**src/rtl/neh_pkg.sv**
```systemverilog
// ----------------------------------------------------------------------------
// neh_pkg
// shared constants and controller/datapath interface structs
// ----------------------------------------------------------------------------
package neh_pkg;

    localparam int DEF_MAX_TASKS  = 32;
    localparam int DEF_VALUE_BITS = 16;
    localparam int DATA_W         = 16;

    // datapath commands, one per controller step
    typedef struct packed {
        logic load;      // store arriving task
        logic load_last; // final task of the set
        logic rk_rd_i;   // read task i for ranking
        logic rk_lat;    // latch key of task i
        logic rk_rd_j;   // read task j for ranking
        logic rk_cmp;    // compare keys, advance j
        logic rk_wr;     // write rank slot, advance i
        logic n0_rd;     // read first sorted entry
        logic n0_wr;     // seed the sequence
        logic cd_rd;     // read next candidate index
        logic cd_idx;    // latch candidate index, read its data
        logic cd_tw;     // latch candidate data
        logic tr_init;   // start one trial
        logic tr_ord;    // fetch sequence entry or pick candidate
        logic tr_oidx;   // read data of sequence entry
        logic tr_run;    // advance running time
        logic tr_mul;    // weight product
        logic tr_acc;    // accumulate cost
        logic tr_cmp;    // keep best position
        logic sh_rd;     // read entry below shift point
        logic sh_wr;     // move entry up one slot
        logic sh_ins;    // insert candidate
        logic em_ord;    // read sequence entry for output
        logic em_idx;    // read its task data
        logic em_out;    // present one result
    } cmd_t;

    typedef struct packed {
        logic j_last;    // ranking scan at final task
        logic i_last;    // outer index at final task
        logic n_one;     // set holds a single task
        logic k_is_pos;  // trial slot is the insertion point
        logic k_last;    // trial at final slot
        logic pos_last;  // final insertion point tried
        logic j_at_best; // shift reached insertion point
        logic em_last;   // final result of the sequence
    } sts_t;

endpackage

```
**src/rtl/neh_insertion_scheduler_unit.sv**
```systemverilog
// ----------------------------------------------------------------------------
// neh_insertion_scheduler_unit
// loads a task set, orders it by neh insertion on weighted completion cost
// ----------------------------------------------------------------------------
// Tasks are taken one per transaction while busy is low (start high), so a
// set streams in at one task per cycle. The task with last set ends the set
// and starts scheduling; busy stays high until the final result is out.
// Tasks beyond MAX_TASKS are discarded and flag dropped on every result.
// Scheduling runs the stable rank sort, then for each further task an
// insertion trial at every position, a shift of the entries from the best
// position up and the insertion of the candidate, then emits the results.
// The trial loop is set by the single read port of the sequence ram
// chained into the task data rams and one shared multiplier. Results come
// out with out_valid high for exactly one cycle each and cannot be stalled
// by the receiver.
// ----------------------------------------------------------------------------
module neh_insertion_scheduler_unit #(
    parameter int MAX_TASKS  = neh_pkg::DEF_MAX_TASKS,
    parameter int VALUE_BITS = neh_pkg::DEF_VALUE_BITS
) (
    input  logic                       clk,
    input  logic                       rst_n,
    // task input, accepted when start is high and busy is low
    input  logic                       start,
    output logic                       busy,
    input  logic [neh_pkg::DATA_W-1:0] proc_time,
    input  logic [neh_pkg::DATA_W-1:0] task_weight,
    input  logic                       last,
    // result output, one transaction per out_valid cycle
    output logic                       out_valid,
    output logic [neh_pkg::DATA_W-1:0] out_time,
    output logic [neh_pkg::DATA_W-1:0] out_weight,
    output logic                       out_last,
    output logic                       dropped
);

    neh_pkg::cmd_t cmd;
    neh_pkg::sts_t sts;

    // sequencer: one state per datapath step
    neh_ctrl u_ctrl (
        .clk   (clk),
        .rst_n (rst_n),
        .start (start),
        .last  (last),
        .sts   (sts),
        .cmd   (cmd),
        .busy  (busy)
    );

    // stores, counters, cost accumulator
    neh_dpath #(
        .MAX_TASKS  (MAX_TASKS),
        .VALUE_BITS (VALUE_BITS)
    ) u_dpath (
        .clk         (clk),
        .rst_n       (rst_n),
        .cmd         (cmd),
        .proc_time   (proc_time),
        .task_weight (task_weight),
        .sts         (sts),
        .out_time    (out_time),
        .out_weight  (out_weight),
        .out_last    (out_last),
        .dropped     (dropped)
    );

    // result strobe comes straight from the emit step
    assign out_valid = cmd.em_out;

endmodule

```
**src/rtl/neh_ram.sv**
```systemverilog
// ----------------------------------------------------------------------------
// neh_ram
// simple dual port ram, one write port, one registered read port
// ----------------------------------------------------------------------------
module neh_ram #(
    parameter int WIDTH = 16,
    parameter int DEPTH = 32
) (
    input  logic                     clk,
    input  logic                     we,
    input  logic [$clog2(DEPTH)-1:0] waddr,
    input  logic [WIDTH-1:0]         wdata,
    input  logic [$clog2(DEPTH)-1:0] raddr,
    output logic [WIDTH-1:0]         rdata
);

    logic [WIDTH-1:0] mem [DEPTH];

    always_ff @(posedge clk)
    begin
        if (we)
        begin
            mem[waddr] <= wdata;
        end
        rdata <= mem[raddr];
    end

endmodule

```
**src/rtl/neh_ctrl.sv**
```systemverilog
// ----------------------------------------------------------------------------
// neh_ctrl
// sequencer for load, rank sort, insertion trials, shift and emit
// ----------------------------------------------------------------------------
module neh_ctrl (
    input  logic             clk,
    input  logic             rst_n,
    input  logic             start,
    input  logic             last,
    input  neh_pkg::sts_t    sts,
    output neh_pkg::cmd_t    cmd,
    output logic             busy
);

    localparam logic [4:0] S_IDLE    = 5'd0;
    localparam logic [4:0] S_RK_I    = 5'd1;
    localparam logic [4:0] S_RK_IW   = 5'd2;
    localparam logic [4:0] S_RK_J    = 5'd3;
    localparam logic [4:0] S_RK_JW   = 5'd4;
    localparam logic [4:0] S_RK_WR   = 5'd5;
    localparam logic [4:0] S_N0_RD   = 5'd6;
    localparam logic [4:0] S_N0_WR   = 5'd7;
    localparam logic [4:0] S_CD_RD   = 5'd8;
    localparam logic [4:0] S_CD_IDX  = 5'd9;
    localparam logic [4:0] S_CD_TW   = 5'd10;
    localparam logic [4:0] S_TR_INIT = 5'd11;
    localparam logic [4:0] S_TR_ORD  = 5'd12;
    localparam logic [4:0] S_TR_OIDX = 5'd13;
    localparam logic [4:0] S_TR_RUN  = 5'd14;
    localparam logic [4:0] S_TR_MUL  = 5'd15;
    localparam logic [4:0] S_TR_ACC  = 5'd16;
    localparam logic [4:0] S_TR_CMP  = 5'd17;
    localparam logic [4:0] S_SH_CHK  = 5'd18;
    localparam logic [4:0] S_SH_WR   = 5'd19;
    localparam logic [4:0] S_SH_INS  = 5'd20;
    localparam logic [4:0] S_EM_ORD  = 5'd21;
    localparam logic [4:0] S_EM_IDX  = 5'd22;
    localparam logic [4:0] S_EM_OUT  = 5'd23;

    logic [4:0] state_reg;
    logic [4:0] state_next;

    always_comb
    begin
        cmd        = '0;
        state_next = state_reg;
        case (state_reg)
            S_IDLE:
            begin
                if (start)
                begin
                    cmd.load      = 1'b1;
                    cmd.load_last = last;
                    if (last)
                    begin
                        state_next = S_RK_I;
                    end
                end
            end
            S_RK_I:
            begin
                cmd.rk_rd_i = 1'b1;
                state_next  = S_RK_IW;
            end
            S_RK_IW:
            begin
                cmd.rk_lat = 1'b1;
                state_next = S_RK_J;
            end
            S_RK_J:
            begin
                cmd.rk_rd_j = 1'b1;
                state_next  = S_RK_JW;
            end
            S_RK_JW:
            begin
                cmd.rk_cmp = 1'b1;
                state_next = sts.j_last ? S_RK_WR : S_RK_J;
            end
            S_RK_WR:
            begin
                cmd.rk_wr  = 1'b1;
                state_next = sts.i_last ? S_N0_RD : S_RK_I;
            end
            S_N0_RD:
            begin
                cmd.n0_rd  = 1'b1;
                state_next = S_N0_WR;
            end
            S_N0_WR:
            begin
                cmd.n0_wr  = 1'b1;
                state_next = sts.n_one ? S_EM_ORD : S_CD_RD;
            end
            S_CD_RD:
            begin
                cmd.cd_rd  = 1'b1;
                state_next = S_CD_IDX;
            end
            S_CD_IDX:
            begin
                cmd.cd_idx = 1'b1;
                state_next = S_CD_TW;
            end
            S_CD_TW:
            begin
                cmd.cd_tw  = 1'b1;
                state_next = S_TR_INIT;
            end
            S_TR_INIT:
            begin
                cmd.tr_init = 1'b1;
                state_next  = S_TR_ORD;
            end
            S_TR_ORD:
            begin
                cmd.tr_ord = 1'b1;
                state_next = sts.k_is_pos ? S_TR_RUN : S_TR_OIDX;
            end
            S_TR_OIDX:
            begin
                cmd.tr_oidx = 1'b1;
                state_next  = S_TR_RUN;
            end
            S_TR_RUN:
            begin
                cmd.tr_run = 1'b1;
                state_next = S_TR_MUL;
            end
            S_TR_MUL:
            begin
                cmd.tr_mul = 1'b1;
                state_next = S_TR_ACC;
            end
            S_TR_ACC:
            begin
                cmd.tr_acc = 1'b1;
                state_next = sts.k_last ? S_TR_CMP : S_TR_ORD;
            end
            S_TR_CMP:
            begin
                cmd.tr_cmp = 1'b1;
                state_next = sts.pos_last ? S_SH_CHK : S_TR_INIT;
            end
            S_SH_CHK:
            begin
                cmd.sh_rd  = 1'b1;
                state_next = sts.j_at_best ? S_SH_INS : S_SH_WR;
            end
            S_SH_WR:
            begin
                cmd.sh_wr  = 1'b1;
                state_next = S_SH_CHK;
            end
            S_SH_INS:
            begin
                cmd.sh_ins = 1'b1;
                state_next = sts.i_last ? S_EM_ORD : S_CD_RD;
            end
            S_EM_ORD:
            begin
                cmd.em_ord = 1'b1;
                state_next = S_EM_IDX;
            end
            S_EM_IDX:
            begin
                cmd.em_idx = 1'b1;
                state_next = S_EM_OUT;
            end
            S_EM_OUT:
            begin
                cmd.em_out = 1'b1;
                state_next = sts.em_last ? S_IDLE : S_EM_ORD;
            end
            default:
            begin
                state_next = S_IDLE;
            end
        endcase
    end

    always_ff @(posedge clk or negedge rst_n)
    begin
        if (!rst_n)
        begin
            state_reg <= S_IDLE;
        end
        else
        begin
            state_reg <= state_next;
        end
    end

    assign busy = (state_reg != S_IDLE);

    a_load_only_idle: assert property (@(posedge clk) disable iff (!rst_n)
        cmd.load |-> !busy)
        else $error("task stored while busy");
    a_emit_ends_idle: assert property (@(posedge clk) disable iff (!rst_n)
        cmd.em_out && sts.em_last |=> !busy)
        else $error("block still busy after final result");
    a_start_sort: assert property (@(posedge clk) disable iff (!rst_n)
        cmd.load_last |=> cmd.rk_rd_i)
        else $error("final task did not start ranking");

endmodule

```
**src/rtl/neh_dpath.sv**
```systemverilog
// ----------------------------------------------------------------------------
// neh_dpath
// task stores, rank sort counters, trial cost datapath and output fields
// ----------------------------------------------------------------------------
module neh_dpath #(
    parameter int MAX_TASKS  = neh_pkg::DEF_MAX_TASKS,
    parameter int VALUE_BITS = neh_pkg::DEF_VALUE_BITS
) (
    input  logic                       clk,
    input  logic                       rst_n,
    input  neh_pkg::cmd_t              cmd,
    input  logic [neh_pkg::DATA_W-1:0] proc_time,
    input  logic [neh_pkg::DATA_W-1:0] task_weight,
    output neh_pkg::sts_t              sts,
    output logic [neh_pkg::DATA_W-1:0] out_time,
    output logic [neh_pkg::DATA_W-1:0] out_weight,
    output logic                       out_last,
    output logic                       dropped
);

    localparam int VB     = VALUE_BITS;
    localparam int IDX_W  = $clog2(MAX_TASKS);
    localparam int CNT_W  = $clog2(MAX_TASKS + 1);
    localparam int KEY_W  = VB + 1;
    localparam int RUN_W  = VB + CNT_W;
    localparam int PROD_W = RUN_W + VB;
    localparam int COST_W = PROD_W + CNT_W;

    // control state
    logic [CNT_W-1:0]  cnt_reg, cnt_next;
    logic              ovf_reg, ovf_next;
    logic [COST_W-1:0] best_reg, best_next;

    // working registers
    logic [CNT_W-1:0]  i_reg, i_next;
    logic [CNT_W-1:0]  j_reg, j_next;
    logic [CNT_W-1:0]  k_reg, k_next;
    logic [CNT_W-1:0]  src_reg, src_next;
    logic [CNT_W-1:0]  len_reg, len_next;
    logic [CNT_W-1:0]  pos_reg, pos_next;
    logic [CNT_W-1:0]  bpos_reg, bpos_next;
    logic [CNT_W-1:0]  rank_reg, rank_next;
    logic              have_reg, have_next;
    logic              ucand_reg, ucand_next;
    logic [KEY_W-1:0]  key_i_reg, key_i_next;
    logic [IDX_W-1:0]  cidx_reg, cidx_next;
    logic [VB-1:0]     ct_reg, ct_next;
    logic [VB-1:0]     cw_reg, cw_next;
    logic [VB-1:0]     w_reg, w_next;
    logic [RUN_W-1:0]  run_reg, run_next;
    logic [PROD_W-1:0] prod_reg, prod_next;
    logic [COST_W-1:0] cost_reg, cost_next;

    // memory ports
    logic              tw_we;
    logic [IDX_W-1:0]  tw_raddr;
    logic [VB-1:0]     time_q, weight_q;
    logic              so_we;
    logic [IDX_W-1:0]  so_waddr, so_raddr;
    logic [IDX_W-1:0]  sorted_q;
    logic              or_we;
    logic [IDX_W-1:0]  or_waddr, or_wdata, or_raddr;
    logic [IDX_W-1:0]  order_q;

    logic              full;
    logic [CNT_W-1:0]  cnt_m1;
    logic [CNT_W-1:0]  j_m1;
    logic [KEY_W-1:0]  key_j;
    logic [VB-1:0]     sel_t, sel_w;

    assign full   = (cnt_reg == CNT_W'(MAX_TASKS));
    assign cnt_m1 = cnt_reg - CNT_W'(1);
    assign j_m1   = j_reg - CNT_W'(1);
    assign key_j  = KEY_W'(time_q) + KEY_W'(weight_q);
    assign sel_t  = ucand_reg ? ct_reg : time_q;
    assign sel_w  = ucand_reg ? cw_reg : weight_q;

    assign sts.j_last    = (j_reg == cnt_m1);
    assign sts.i_last    = (i_reg == cnt_m1);
    assign sts.n_one     = (cnt_reg == CNT_W'(1));
    assign sts.k_is_pos  = (k_reg == pos_reg);
    assign sts.k_last    = (k_reg == len_reg);
    assign sts.pos_last  = (pos_reg == len_reg);
    assign sts.j_at_best = (j_reg == bpos_reg);
    assign sts.em_last   = (k_reg == cnt_m1);

    // memory addressing
    assign tw_we = cmd.load && !full;

    always_comb
    begin
        tw_raddr = i_reg[IDX_W-1:0];
        if (cmd.rk_rd_j)
        begin
            tw_raddr = j_reg[IDX_W-1:0];
        end
        else if (cmd.cd_idx)
        begin
            tw_raddr = sorted_q;
        end
        else if (cmd.tr_oidx || cmd.em_idx)
        begin
            tw_raddr = order_q;
        end
    end

    assign so_we    = cmd.rk_wr;
    assign so_waddr = rank_reg[IDX_W-1:0];
    assign so_raddr = cmd.n0_rd ? '0 : i_reg[IDX_W-1:0];

    always_comb
    begin
        or_we    = cmd.n0_wr || cmd.sh_wr || cmd.sh_ins;
        or_waddr = '0;
        or_wdata = sorted_q;
        if (cmd.sh_wr)
        begin
            or_waddr = j_reg[IDX_W-1:0];
            or_wdata = order_q;
        end
        else if (cmd.sh_ins)
        begin
            or_waddr = bpos_reg[IDX_W-1:0];
            or_wdata = cidx_reg;
        end
        or_raddr = src_reg[IDX_W-1:0];
        if (cmd.sh_rd)
        begin
            or_raddr = j_m1[IDX_W-1:0];
        end
        else if (cmd.em_ord)
        begin
            or_raddr = k_reg[IDX_W-1:0];
        end
    end

    neh_ram #(.WIDTH(VB), .DEPTH(MAX_TASKS)) u_time_ram (
        .clk   (clk),
        .we    (tw_we),
        .waddr (cnt_reg[IDX_W-1:0]),
        .wdata (VB'(proc_time)),
        .raddr (tw_raddr),
        .rdata (time_q)
    );

    neh_ram #(.WIDTH(VB), .DEPTH(MAX_TASKS)) u_weight_ram (
        .clk   (clk),
        .we    (tw_we),
        .waddr (cnt_reg[IDX_W-1:0]),
        .wdata (VB'(task_weight)),
        .raddr (tw_raddr),
        .rdata (weight_q)
    );

    neh_ram #(.WIDTH(IDX_W), .DEPTH(MAX_TASKS)) u_sorted_ram (
        .clk   (clk),
        .we    (so_we),
        .waddr (so_waddr),
        .wdata (i_reg[IDX_W-1:0]),
        .raddr (so_raddr),
        .rdata (sorted_q)
    );

    neh_ram #(.WIDTH(IDX_W), .DEPTH(MAX_TASKS)) u_order_ram (
        .clk   (clk),
        .we    (or_we),
        .waddr (or_waddr),
        .wdata (or_wdata),
        .raddr (or_raddr),
        .rdata (order_q)
    );

    always_comb
    begin
        cnt_next   = cnt_reg;
        ovf_next   = ovf_reg;
        best_next  = best_reg;
        i_next     = i_reg;
        j_next     = j_reg;
        k_next     = k_reg;
        src_next   = src_reg;
        len_next   = len_reg;
        pos_next   = pos_reg;
        bpos_next  = bpos_reg;
        rank_next  = rank_reg;
        have_next  = have_reg;
        ucand_next = ucand_reg;
        key_i_next = key_i_reg;
        cidx_next  = cidx_reg;
        ct_next    = ct_reg;
        cw_next    = cw_reg;
        w_next     = w_reg;
        run_next   = run_reg;
        prod_next  = prod_reg;
        cost_next  = cost_reg;

        if (cmd.load)
        begin
            if (full)
            begin
                ovf_next = 1'b1;
            end
            else
            begin
                cnt_next = cnt_reg + CNT_W'(1);
            end
            if (cmd.load_last)
            begin
                i_next = '0;
            end
        end
        // stable rank: count smaller keys and equal keys that arrived earlier
        if (cmd.rk_lat)
        begin
            key_i_next = key_j;
            j_next     = '0;
            rank_next  = '0;
        end
        if (cmd.rk_cmp)
        begin
            if ((key_j < key_i_reg) || ((key_j == key_i_reg) && (j_reg < i_reg)))
            begin
                rank_next = rank_reg + CNT_W'(1);
            end
            j_next = j_reg + CNT_W'(1);
        end
        if (cmd.rk_wr)
        begin
            i_next = i_reg + CNT_W'(1);
        end
        if (cmd.n0_wr)
        begin
            len_next = CNT_W'(1);
            i_next   = CNT_W'(1);
            k_next   = '0;
        end
        if (cmd.cd_idx)
        begin
            cidx_next = sorted_q;
        end
        if (cmd.cd_tw)
        begin
            ct_next   = time_q;
            cw_next   = weight_q;
            pos_next  = '0;
            have_next = 1'b0;
        end
        if (cmd.tr_init)
        begin
            k_next    = '0;
            src_next  = '0;
            run_next  = '0;
            cost_next = '0;
        end
        if (cmd.tr_ord)
        begin
            ucand_next = (k_reg == pos_reg);
        end
        if (cmd.tr_oidx)
        begin
            src_next = src_reg + CNT_W'(1);
        end
        if (cmd.tr_run)
        begin
            run_next = run_reg + RUN_W'(sel_t);
            w_next   = sel_w;
        end
        if (cmd.tr_mul)
        begin
            prod_next = PROD_W'(run_reg) * PROD_W'(w_reg);
        end
        if (cmd.tr_acc)
        begin
            cost_next = cost_reg + COST_W'(prod_reg);
            k_next    = k_reg + CNT_W'(1);
        end
        // first position with strictly least cost wins
        if (cmd.tr_cmp)
        begin
            if (!have_reg || (cost_reg < best_reg))
            begin
                best_next = cost_reg;
                bpos_next = pos_reg;
                have_next = 1'b1;
            end
            pos_next = pos_reg + CNT_W'(1);
            j_next   = len_reg;
        end
        if (cmd.sh_wr)
        begin
            j_next = j_m1;
        end
        if (cmd.sh_ins)
        begin
            len_next = len_reg + CNT_W'(1);
            i_next   = i_reg + CNT_W'(1);
            k_next   = '0;
        end
        if (cmd.em_out)
        begin
            k_next = k_reg + CNT_W'(1);
            if (sts.em_last)
            begin
                cnt_next = '0;
                ovf_next = 1'b0;
            end
        end
    end

    always_ff @(posedge clk or negedge rst_n)
    begin
        if (!rst_n)
        begin
            cnt_reg  <= '0;
            ovf_reg  <= 1'b0;
            best_reg <= '0;
        end
        else
        begin
            cnt_reg  <= cnt_next;
            ovf_reg  <= ovf_next;
            best_reg <= best_next;
        end
    end

    always_ff @(posedge clk)
    begin
        i_reg     <= i_next;
        j_reg     <= j_next;
        k_reg     <= k_next;
        src_reg   <= src_next;
        len_reg   <= len_next;
        pos_reg   <= pos_next;
        bpos_reg  <= bpos_next;
        rank_reg  <= rank_next;
        have_reg  <= have_next;
        ucand_reg <= ucand_next;
        key_i_reg <= key_i_next;
        cidx_reg  <= cidx_next;
        ct_reg    <= ct_next;
        cw_reg    <= cw_next;
        w_reg     <= w_next;
        run_reg   <= run_next;
        prod_reg  <= prod_next;
        cost_reg  <= cost_next;
    end

    assign out_time   = neh_pkg::DATA_W'(time_q);
    assign out_weight = neh_pkg::DATA_W'(weight_q);
    assign out_last   = sts.em_last;
    assign dropped    = ovf_reg;

    a_cnt_bound: assert property (@(posedge clk) disable iff (!rst_n)
        cnt_reg <= CNT_W'(MAX_TASKS))
        else $error("task count beyond capacity");
    a_emit_clears: assert property (@(posedge clk) disable iff (!rst_n)
        cmd.em_out && sts.em_last |=> (cnt_reg == '0) && !ovf_reg)
        else $error("set state not cleared after final result");
    a_ins_in_range: assert property (@(posedge clk) disable iff (!rst_n)
        cmd.sh_ins |-> (bpos_reg <= len_reg) && have_reg)
        else $error("insertion point outside sequence");

endmodule
```
**config.mk**
```make
export PLATFORM = sky130hd
export DESIGN_NAME = neh_insertion_scheduler_unit
export DESIGN_NICKNAME = d
export VERILOG_FILES = /design/src/rtl/neh_pkg.sv /design/src/rtl/neh_insertion_scheduler_unit.sv /design/src/rtl/neh_ram.sv /design/src/rtl/neh_ctrl.sv /design/src/rtl/neh_dpath.sv
export SDC_FILE = /design/constraint.sdc
export NUM_CORES = 2
export LEC_CHECK = 0
export BUFFER_PORTS_ARGS = -buffer_cell sky130_fd_sc_hd__buf_2
export CAP_MARGIN = 20
export CELL_PAD_IN_SITES_DETAIL_PLACEMENT = 1
export CELL_PAD_IN_SITES_GLOBAL_PLACEMENT = 1
export CORE_UTILIZATION = 40
export CTS_BUF_LIST = sky130_fd_sc_hd__clkbuf_4
export DETAILED_ROUTE_END_ITERATION = 12
export PLACE_DENSITY_LB_ADDON = 0.25
export SLEW_MARGIN = 30
export SYNTH_ARGS = -nofsm -noshare
export SYNTH_HDL_FRONTEND = slang
export SYNTH_SLANG_ARGS = --single-unit
```
**constraint.sdc**
```tcl
create_clock -name clk -period 8.5 [get_ports clk]
set_input_delay 1.7 -clock clk [delete_from_list [all_inputs] [get_ports clk]]
set_output_delay 1.7 -clock clk [all_outputs]
set_load 0.03 [all_outputs]
```
==> reports/qor.yml <==
routing:
  ant_nets: 0
  first_pass_iters: 7
  post_drt_wl_per_cell_um: 24.1
  drt-initial-drc-count: 3961
  drt_wl_total_um: 245000
  vias_per_cell: 5.52
  remaining_drc_errors: 0
  dr_total_vias: 56237
placement:
  io_buffers: 71
  routabilityCongestion: 0.835
  place_area_um2: 86700
  place_hpwl_um: 150000
  dp_slack_ps: 1070
cts:
  clock_latency_ps: 1440
  path_clk_slew_ps: 70
  cts_sinks: 1664
  h-tree-depth: 5
  cts_hold_buf: 0
  cts-resized-gates: 0
  cts_root_buffer: "clkbuf_4"
  cts_tree: "done"
  clockBufferDepth: 4
  cts_setup_buffers: 0
  cts_made_buffers: 459
cells_and_area:
  area_growth_pct: 11.2
  finalInstanceArea_um2: 92500
  layout-drive-gt1-share_pct: 14.9
  reg_top3: "u_dpath.u_time_ram.mem: 512 flops, u_dpath.u_weight_ram.mem: 512 flops"
  nets: 7722
sta:
  fin_crit_sh_pct: 87.0
  fmax_mhz: 135
  worst_slack_ps: 1100
  setup_viol: 0
  rsz0062_at_grt: "no"
  clock_skew_ps: 148
  hold_slack_ps: 447
  finalMaxSlewViolations: 0
  fin_tns_setup_ps: 0
  worstMarginPinSlew_ps: 999
  finalHoldViolations: 0
  fin_crit_ps: 7400
  timing.slew.headroom_pct: 33.4
floorplan:
  die_area_um2: 210000
  die_h_um: 458
  die_w_um: 458
  start_util_pct: 40.2
  core_um2: 207000
  num_rows: 167
  io_pins: 72
synth:
  synth-async-reset-ratio_pct: 3.37
  ys_seq_area_share_pct: 59.1
  synth_top_area_cell: "edfxtp_1"
  synthFlopType: "edfxtp_1"
  syn_inst: 6867
  synth_nets: 7445
  synth-seq-cells: 1664
  synth_area_leaders: "edfxtp_1 (56%), nand2_1 (6.8%), fa_1 (6.8%)"
  syn-cell-area_um2: 83200
  yosys_warnings: 0
  synth_cell_type_count: 97
  avgSynthCellArea_um2: 12.1
  synth-edff-count: 1560
  yosysTopAreaCellShare_pct: 56.3
grt:
  grt_overflow: 0
  grt_pass1_vias: 59753
  grt_usage_pct: 23.3
  grt_pass1_wl_um: 370000
  grt_max_degree: 157
  antenna_found_initial: 23
setup_path:
  path_class: "flip-flop to flip-flop"
  critPathArrivalTime_ps: 8520
  required_ps: 9630
  cp_max_fo: 22
  cp-start-kind: "flip-flop"
  end_kind: "flip-flop"
  ff2ff_path_depth: 20
run_status:
  status: "completed"
min_path:
  hold_class: "input pin to asynchronous set/reset pin"
job:
  max-cap-violations: 0
## routing by layer
metal	GRT usage (%)	vias to the layer above	wire [µm]
met3	4.33	449	12200
li1	-	25307	-
met1	29.3	29036	103000
met2	39.8	1421	122000
met5	0	-	166
met4	8.59	24	7800
## synth_stat cells, types with 9 or more instances
library cell / instances
ha_1: 261
dfrtp_1: 56
a21oi_1: 104
and3_1: 221
clkbuf_1: 207
inv_1: 428
buf_2: 90
edfxtp_1: 1560
o2111ai_1: 30
and2_1: 176
o221ai_1: 10
nand2_1: 1508
o21a_1: 27
nor2b_1: 19
a221oi_1: 12
or3_1: 17
nor3_1: 54
nand4_1: 24
o21ai_1: 11
buf_4: 51
a21boi_0: 9
dfxtp_1: 48
nand2b_1: 16
a21o_1: 79
buf_1: 22
nor2_1: 306
o22ai_1: 52
o211ai_1: 28
or2_2: 13
fa_1: 281
xnor2_1: 96
xor2_1: 57
o21bai_1: 19
a311oi_1: 166
mux2_2: 52
mux2i_1: 65
a211oi_1: 31
o21ai_0: 172
nand3_1: 208
mux4_2: 50
a31oi_1: 87
## cell type report
type,instances,area [µm²]
repair buffers,194,1500
inverters,430,1610
well taps,2704,3380
clock buffers,702,5270
multi-input cells,4395,31100
flip-flops and latches,1664,49200
fillers,21985,114000
diodes,12,30.0
clock inverters,87,455
## critical path, stage by stage (launching register included)
cell	delay, ps
edfxtp_1	990
nand2_1	200
fa_1	560
inv_1	70
fa_1	500
fa_1	520
inv_1	60
fa_1	550
fa_1	430
fa_1	490
inv_1	40
ha_1	390
nand2_1	90
o21ai_0	250
a2111o_1	190
nand4_1	270
o311ai_0	670
o221ai_1	370
o2111ai_1	290
a21oi_1	110
xnor2_1	130
## per-stage QoR
stage,cells,utilization (%)
4_1_cts,10175,44.7
3_3_place_gp,9378,41.8
3_5_place_dp,9386,41.9
6_report,10188,44.7
2_1_floorplan,6867,-
5_1_grt,10183,44.7
## cell usage in the layout, fill, tap and decap left out, types with 31 or more instances in the layout
cell type	count
edfxtp_1	1560
nand2_1	1507
clkbuf_4	702
inv_1	428
fa_1	281
nor2_1	269
ha_1	261
and3_1	221
nand3_1	208
and2_1	175
o21ai_0	172
a311oi_1	166
buf_4	106
a21oi_1	101
xnor2_1	96
a31oi_1	82
a21o_1	78
buf_2	72
clkinv_1	68
mux2i_1	64
xor2_1	57
dfrtp_1	56
nor3_1	53
o22ai_1	52
mux2_2	52
mux4_2	50
dfxtp_1	48
nor2_4	38
a211oi_1	31
## path summary, 6_finish.rpt
| check | slack, ps | to | start |
|---|---|---|---|
| setup / recovery | 1100 | u_dpath.prod_reg[36] | u_dpath.w_reg[2] |
| hold / removal | 450 | u_dpath.best_reg[1] | rst_n |
| setup reg to reg | 1100 | u_dpath.prod_reg[36] | u_dpath.w_reg[2] |
| hold reg to reg | 480 | u_dpath.cidx_reg[3] | u_dpath.u_sorted_ram.rdata[3] |
| max in group asynchronous | 7580 | u_dpath.best_reg[23] | rst_n |
| min in group clk | 480 | u_dpath.cidx_reg[3] | u_dpath.u_sorted_ram.rdata[3] |
## logic make-up after synthesis
logic type	Yosys count	share of synthesized area, %
compound gates	914	7.66
xor+xnor	154	1.64
fa+ha+maj	542	10.7
buf+inv	808	4.07
flops	1664	59.1
mux	167	2.84
simple gates	2618	14.0
Power is not shown: default switching activity piles up to over one toggle a cycle in this logic, so the estimate is an artifact.
